**config.mk**
```make
export PLATFORM = sky130hd
export DESIGN_NAME = ordered_list_insert_engine
export DESIGN_NICKNAME = d
export VERILOG_FILES = /design/src/sv/olie_pkg.sv /design/src/sv/olie_datapath.sv /design/src/sv/olie_controller.sv /design/src/sv/ordered_list_insert_engine.sv
export VERILOG_INCLUDE_DIRS = /design/src /design/src/sv
export SDC_FILE = /design/constraint.sdc
export NUM_CORES = 2
export LEC_CHECK = 0
export BUFFER_PORTS_ARGS = -buffer_cell sky130_fd_sc_hd__buf_2
export CORE_MARGIN = 1
export CORE_UTILIZATION = 64
export CTS_CLUSTER_SIZE = 25
export DETAILED_ROUTE_END_ITERATION = 6
export PLACE_DENSITY = 0.8
export SLEW_MARGIN = 20
export SYNTH_ARGS = -nofsm -noshare
export SYNTH_HDL_FRONTEND = slang
export SYNTH_SLANG_ARGS = --single-unit
```
**constraint.sdc**
```tcl
create_clock -name clk -period 7.9 [get_ports clk]
set_input_delay 0.79 -clock clk [delete_from_list [all_inputs] [get_ports clk]]
set_output_delay 0.79 -clock clk [all_outputs]
set_load 0.1 [all_outputs]
```
**src/sv/assert_macros.svh**
```systemverilog
// Assertion macros shared by the ordered list insert engine RTL.
`ifndef ASSERT_MACROS_SVH
`define ASSERT_MACROS_SVH

// Same-cycle implication, disabled while reset is asserted.
`define OLIE_ASSERT_IMP(label, clk, rst_n, ante, cons, msg) \
	label: assert property (@(posedge clk) disable iff (!rst_n) (ante) |-> (cons)) \
		else $error(msg);

// Next-cycle implication, disabled while reset is asserted.
`define OLIE_ASSERT_NXT(label, clk, rst_n, ante, cons, msg) \
	label: assert property (@(posedge clk) disable iff (!rst_n) (ante) |=> (cons)) \
		else $error(msg);

`endif

```
**src/sv/olie_pkg.sv**
```systemverilog
// Types, codes and constants shared by the ordered list insert engine.
package olie_pkg;

	localparam int DEPTH_DEF = 16;
	localparam int DEPTH_MAX = 64;
	localparam int IDX_W     = $clog2(DEPTH_MAX + 1);
	localparam int COUNT_W   = 5;

	localparam logic [2:0] KIND_APPEND  = 3'd0;
	localparam logic [2:0] KIND_PREPEND = 3'd1;
	localparam logic [2:0] KIND_INSERT  = 3'd2;
	localparam logic [2:0] KIND_READ    = 3'd3;
	localparam logic [2:0] KIND_COUNT   = 3'd4;

	localparam logic [1:0] ST_OK    = 2'd0;
	localparam logic [1:0] ST_FULL  = 2'd1;
	localparam logic [1:0] ST_EMPTY = 2'd2;

	typedef struct packed {
		logic [2:0]         kind;
		logic [7:0]         position;
		logic signed [31:0] value;
	} in_item_t;

	typedef struct packed {
		logic signed [31:0] value_out;
		logic [COUNT_W-1:0] count;
		logic [1:0]         status;
		logic               last;
	} out_item_t;

	typedef enum logic [2:0] {
		OP_NONE,
		OP_INSERT,
		OP_READ_STEP,
		OP_EMPTY,
		OP_REPORT
	} dp_op_t;

	typedef enum logic {
		S_IDLE,
		S_READOUT
	} state_t;

	typedef struct packed {
		dp_op_t             op;
		logic [IDX_W-1:0]   idx;
		logic signed [31:0] value;
		logic               last;
	} dp_cmd_t;

	typedef struct packed {
		logic [IDX_W-1:0] occ;
		logic             empty;
	} dp_stat_t;

endpackage

```
**src/sv/olie_datapath.sv**
```systemverilog
// Datapath: shifting cell chain, occupancy counter and result register.
module olie_datapath #(
	parameter int DEPTH = olie_pkg::DEPTH_DEF
) (
	input  logic               clk,
	input  logic               arst_n,
	input  olie_pkg::dp_cmd_t  cmd,
	output olie_pkg::dp_stat_t stat,
	output logic               valid,
	output olie_pkg::out_item_t result
);
	import olie_pkg::*;

	localparam int OCC_W = $clog2(DEPTH + 1);

	logic signed [31:0] cells_q [DEPTH];
	logic [OCC_W-1:0]   occ_q, occ_d, idx, last_idx;
	logic               full;
	logic               valid_q;
	out_item_t          res_q, res_d;

	assign idx      = cmd.idx[OCC_W-1:0];
	assign last_idx = occ_q - OCC_W'(1);
	assign full     = (occ_q == OCC_W'(DEPTH));

	// Insert shifts the tail up by one; a readout step rotates the occupied prefix.
	for (genvar g = 0; g < DEPTH; g++) begin : g_cell
		if (g == 0) begin : g_head
			always_ff @(posedge clk) begin
				if (cmd.op == OP_INSERT && !full) begin
					if (idx == '0) begin
						cells_q[g] <= cmd.value;
					end
				end else if (cmd.op == OP_READ_STEP) begin
					if (last_idx != '0) begin
						cells_q[g] <= cells_q[g+1];
					end
				end
			end
		end else if (g == DEPTH - 1) begin : g_tail
			always_ff @(posedge clk) begin
				if (cmd.op == OP_INSERT && !full) begin
					if (OCC_W'(g) == idx) begin
						cells_q[g] <= cmd.value;
					end else if (OCC_W'(g) > idx && OCC_W'(g) <= occ_q) begin
						cells_q[g] <= cells_q[g-1];
					end
				end else if (cmd.op == OP_READ_STEP) begin
					if (OCC_W'(g) == last_idx) begin
						cells_q[g] <= cells_q[0];
					end
				end
			end
		end else begin : g_mid
			always_ff @(posedge clk) begin
				if (cmd.op == OP_INSERT && !full) begin
					if (OCC_W'(g) == idx) begin
						cells_q[g] <= cmd.value;
					end else if (OCC_W'(g) > idx && OCC_W'(g) <= occ_q) begin
						cells_q[g] <= cells_q[g-1];
					end
				end else if (cmd.op == OP_READ_STEP) begin
					if (OCC_W'(g) == last_idx) begin
						cells_q[g] <= cells_q[0];
					end else if (OCC_W'(g) < last_idx) begin
						cells_q[g] <= cells_q[g+1];
					end
				end
			end
		end
	end

	always_comb begin
		occ_d = occ_q;
		if (cmd.op == OP_INSERT && !full) begin
			occ_d = occ_q + OCC_W'(1);
		end
	end

	always_comb begin
		res_d.value_out = '0;
		res_d.count     = COUNT_W'(occ_d);
		res_d.status    = ST_OK;
		res_d.last      = 1'b1;
		unique case (cmd.op)
			OP_INSERT: begin
				if (full) begin
					res_d.status = ST_FULL;
				end
			end
			OP_READ_STEP: begin
				res_d.value_out = cells_q[0];
				res_d.last      = cmd.last;
			end
			OP_EMPTY: begin
				res_d.status = ST_EMPTY;
			end
			default: begin
			end
		endcase
	end

	always_ff @(posedge clk or negedge arst_n) begin
		if (!arst_n) begin
			occ_q   <= '0;
			valid_q <= 1'b0;
		end else begin
			occ_q   <= occ_d;
			valid_q <= (cmd.op != OP_NONE);
		end
	end

	always_ff @(posedge clk) begin
		if (cmd.op != OP_NONE) begin
			res_q <= res_d;
		end
	end

	assign stat.occ   = IDX_W'(occ_q);
	assign stat.empty = (occ_q == '0);
	assign valid      = valid_q;
	assign result     = res_q;

endmodule

```
**src/sv/olie_controller.sv**
```systemverilog
// Controller: decodes transactions and sequences readout steps.
module olie_controller (
	input  logic               clk,
	input  logic               arst_n,
	input  logic               start,
	input  olie_pkg::in_item_t item,
	input  olie_pkg::dp_stat_t stat,
	output logic               busy,
	output olie_pkg::dp_cmd_t  cmd
);
	import olie_pkg::*;

	state_t           state_q, state_d;
	logic [IDX_W-1:0] rem_q, rem_d;
	logic [8:0]       pos9, occ9;

	assign pos9 = {1'b0, item.position};
	assign occ9 = 9'(stat.occ);

	always_ff @(posedge clk or negedge arst_n) begin
		if (!arst_n) begin
			state_q <= S_IDLE;
			rem_q   <= '0;
		end else begin
			state_q <= state_d;
			rem_q   <= rem_d;
		end
	end

	always_comb begin
		state_d   = state_q;
		rem_d     = rem_q;
		busy      = (state_q == S_READOUT);
		cmd.op    = OP_NONE;
		cmd.idx   = '0;
		cmd.value = item.value;
		cmd.last  = 1'b1;
		unique case (state_q)
			S_IDLE: begin
				if (start) begin
					unique case (item.kind)
						KIND_APPEND: begin
							cmd.op  = OP_INSERT;
							cmd.idx = stat.occ;
						end
						KIND_PREPEND: begin
							cmd.op = OP_INSERT;
						end
						KIND_INSERT: begin
							cmd.op = OP_INSERT;
							if (item.position == '0) begin
								cmd.idx = '0;
							end else if (pos9 >= occ9 + 9'd1) begin
								cmd.idx = stat.occ;
							end else begin
								cmd.idx = IDX_W'(item.position - 8'd1);
							end
						end
						KIND_READ: begin
							if (stat.empty) begin
								cmd.op = OP_EMPTY;
							end else begin
								cmd.op   = OP_READ_STEP;
								cmd.last = (stat.occ == IDX_W'(1));
								if (stat.occ != IDX_W'(1)) begin
									state_d = S_READOUT;
									rem_d   = stat.occ - IDX_W'(1);
								end
							end
						end
						default: begin
							cmd.op = OP_REPORT;
						end
					endcase
				end
			end
			S_READOUT: begin
				cmd.op   = OP_READ_STEP;
				cmd.last = (rem_q == IDX_W'(1));
				rem_d    = rem_q - IDX_W'(1);
				if (rem_q == IDX_W'(1)) begin
					state_d = S_IDLE;
				end
			end
			default: begin
				state_d = S_IDLE;
			end
		endcase
	end

endmodule

```
**src/sv/ordered_list_insert_engine.sv**
```systemverilog
// Top level: ordered list insert engine, controller plus cell-chain datapath.
//
// A transaction is taken when start is high and busy is low. Append, prepend,
// insert and count report each give one result, with valid in the next cycle;
// a new transaction can be started every cycle while busy is low. A readout
// of N stored entries gives N results, one entry per cycle from the head cell
// of the chain while the occupied cells rotate back into place; busy stays
// high after the accepting cycle while the remaining steps are issued. Results
// appear on result for exactly one cycle with valid high and cannot be held
// off, so the receiver must take every valid cycle. A readout of an empty
// store, and an insert into a full store, each return one flagged result.
`include "assert_macros.svh"

module ordered_list_insert_engine #(
	parameter int DEPTH = olie_pkg::DEPTH_DEF
) (
	input  logic                clk,
	input  logic                arst_n,
	input  logic                start,
	input  olie_pkg::in_item_t  item,
	output logic                busy,
	output logic                valid,
	output olie_pkg::out_item_t result
);
	import olie_pkg::*;

	dp_cmd_t  cmd;
	dp_stat_t stat;

	olie_controller u_ctrl (
		.clk    (clk),
		.arst_n (arst_n),
		.start  (start),
		.item   (item),
		.stat   (stat),
		.busy   (busy),
		.cmd    (cmd)
	);

	olie_datapath #(
		.DEPTH (DEPTH)
	) u_dp (
		.clk    (clk),
		.arst_n (arst_n),
		.cmd    (cmd),
		.stat   (stat),
		.valid  (valid),
		.result (result)
	);

	`OLIE_ASSERT_NXT(a_busy_gives_result, clk, arst_n, busy, valid, "readout step lost")
	`OLIE_ASSERT_NXT(a_readout_no_gap, clk, arst_n, valid && !result.last, valid, "readout gap")
	`OLIE_ASSERT_IMP(a_empty_shape, clk, arst_n, valid && result.status == ST_EMPTY,
		result.last && result.count == '0 && result.value_out == '0, "bad empty result")
	`OLIE_ASSERT_NXT(a_start_idle_result, clk, arst_n, start && !busy, valid, "no result")

endmodule

```
==> impl_results.md <==
- GRT Total Usage: between 40% and 50%
- Avg Cell Area, Syn: 10.2 µm²
- First-pass GRT wire length: between 150000 and 200000 µm
- Placer Congestion: 1.01
- Fmax: between 150 and 200 MHz
- Post-CTS Hold Fix Bufs: 0
- Die Ht: 228 µm
- Pre-CTS setup slack: roughly 1900 ps
- Yosys top cell area share: roughly half
- Synth cell types: 75
- Final std cell area, no fill: roughly 35000 µm²
- Commonest non-fill, non-tap cells in the layout: edfxtp_1 (552), nand3_1 (392), nand2_1 (373)
- Antenna violations before repair: 4
- Largest net degree at the start of global routing: 69
- Post-route worst setup slack: approximately 1600 ps
- Sequential standard cell area: approximately 17000 µm²
- Synth Cell Area: approximately 33000 µm²
- Register-to-register setup slack: 1650 ps
- Min-Delay Path Class: in2async
- Layout area overhead: 8.35%
- Placed Area: 33400 µm²
- Worst setup SP type: flip-flop
- H-Tree Level Count: 2
- Global route overflow: 0
- Gate Count Post-Synth: around 3200
- Dominant cells by area after synthesis: edfxtp_1 (51%), a22oi_1 (8.0%), nand3_1 (6.0%)
- Residual DRC: 0
- Post-Route Skew: 19.3 ps
- Ys async rst share: 2.47%
- # resized after CTS: 0
- Routed vias: slightly below 30000
- Router iterations before antenna repair: 7
- Placed Instances: 3668
- Top Ports: slightly below 90
- CTS root buf: clkbuf_16
- Clock Path Buffers: 3
- Most common cell after layout, fill and taps aside: edfxtp_1
- Final hold violation count: 0
- Setup bufs post-CTS: 0
- Detail Route Antenna Nets: 0
- Register area share after synthesis: 51.8%
- CP Capture Type: flip-flop
- Post-DP HPWL: 70100 µm
- Setup CP Type: reg2reg
- RSZ-0062 raised after global routing: false
- Clock latency on the worst-skew pair: 650 ps
- Setup TNS after final layout: 0 ps
- Routed wire per std cell: around 29 µm
- Max-cap violations: 0
- Crit path DAT: around 6600 ps
- Final min period: 6250 ps
- FF+latch count, synth: about 570
- Multi-input gate area: approximately 15000 µm²
- Num Clock Sinks: ~570
- Status: completed
- FILL cells: roughly 3700
- Number of synthesized flops with an enable pin: 552
- Synth area leader: edfxtp_1
- CTS tree: built
- Vias in the first global route: ~28000
- Syn nets: 3281
- CP required: between 8000 and 9000 ps
- Net count, final: between 3000 and 4000
- Final Max Slew Viols: 0
- Initial DRC Count: 4858
- Die Wd: 228 µm
- Worst-path clk slew: 60 ps
- Final WL: roughly 110000 µm
- Total CTS buffers: 59
- Row cnt: 82
- Slew margin rel.: 19.0%
- Port-buffer cells: 87
- Core area: 50300 µm²
- Vias per cell: roughly 7.7
- Synth Flop Type: edfxtp_1
- Layout cells sized above 1: between 10% and 20%
- Synthesis Warnings: 0
- Final setup fails: 0
- Starting Density: roughly 65%
- Die ar.: 52000 µm²
- Period utilisation layout: 79.2%
- R2r worst-path depth: 14
- Worst-margin pin slew: ~1200 ps
- Fin cells: roughly 3800
- Crit-path max FO: 68
path summary, 6_finish.rpt:
kind / startpoint / endpoint
max reg2reg: u_dp.occ_q[0]$_DFF_PN0_ / u_dp.cells_q[0][116]$_DFFE_PP_
max in group asynchronous: arst_n / u_ctrl.rem_q[4]$_DFFE_PN0P_
min reg2reg: u_dp.cells_q[1][254]$_DFFE_PP_ / u_dp.cells_q[1][222]$_DFFE_PP_
max: u_dp.occ_q[0]$_DFF_PN0_ / u_dp.cells_q[0][116]$_DFFE_PP_
min: arst_n / u_dp.occ_q[4]$_DFF_PN0_
min in group clk: item[42] / u_dp.result[2]$_DFFE_PP_
critical path, cell delays in order (launching register included):
cell	delay [ps]
dfrtp_1	720
inv_1	290
ha_1	660
clkinv_1	360
ha_1	280
nor4_1	150
o21ai_1	210
a311oi_1	470
nor2_1	170
or2_0	580
nor3_2	290
buf_4	640
and2_1	470
buf_4	430
o221ai_1	170
per-stage QoR:
step,util [%],hold slack [ps]
5_1_grt,70.4,83.8
3_3_place_gp,66.4,513
4_1_cts,70.3,52.3
3_5_place_dp,66.4,543
6_report,70.4,54.6
2_1_floorplan,-,489
sequential cells by signal, indices dropped and copies added (netlist names):
signal,flops
u_ctrl.busy,1
u_dp.occ_q,5
u_dp.cells_q,512
u_ctrl.rem_q,7
u_dp.valid,1
u_dp.result,40
routing by layer:
layer  share of wire, %  track usage [%]  vias to the layer above
met5                  0                0                        -
met4                3.7             14.8                        0
met3                 16             11.2                      396
met2                 43             60.4                     2726
met1                 37             58.0                    13800
li1                   -                -                    12100
final cells by class:
class                      count  share of cell area (%)
tap                          672                    2.37
inverter                      17                   0.180
timing repair buffer         170                    3.07
clock buffer                  69                    4.28
multi-input combinational   2245                    41.0
sequential                   566                    47.8
antenna                        2                  0.0141
clock inverter                41                    1.32
synth_stat cells, drive strengths merged, types with 4 or more instances:
cell	count
or2	9
inv	16
a22o	30
nand2	374
nor4	7
a211o	4
buf	59
o21ai	165
and3	6
nor3	16
xor2	4
a21o	8
nor2	116
mux2i	159
nand3	394
clkbuf	332
edfxtp	552
dfrtp	14
mux2	32
o221ai	33
a221o	32
o211ai	195
ha	16
a22oi	349
nand4	36
o2111ai	33
a31oi	6
o21a	6
and2	44
or3	6
nor2b	4
a21oi	94
nand2b	8
xnor2	11
o22ai	4
a211oi	9
kinds of logic (layout without fill, tap and decap cells):
logic type	count (synthesis)	count (layout)	synth area share (%)
AND/OR/NAND/NOR	1031	1031	14.6
AO/OA/AOI/OAI	992	992	21.6
flip-flops	566	566	51.8
buffers and inverters	408	297	5.01
multiplexers	191	191	5.97
adder cells (fa/ha/maj)	16	16	0.613
XOR/XNOR	15	15	0.402
other	0	2	0
Power is not shown: default switching activity piles up to over one toggle a cycle in this logic, so the estimate is an artifact.
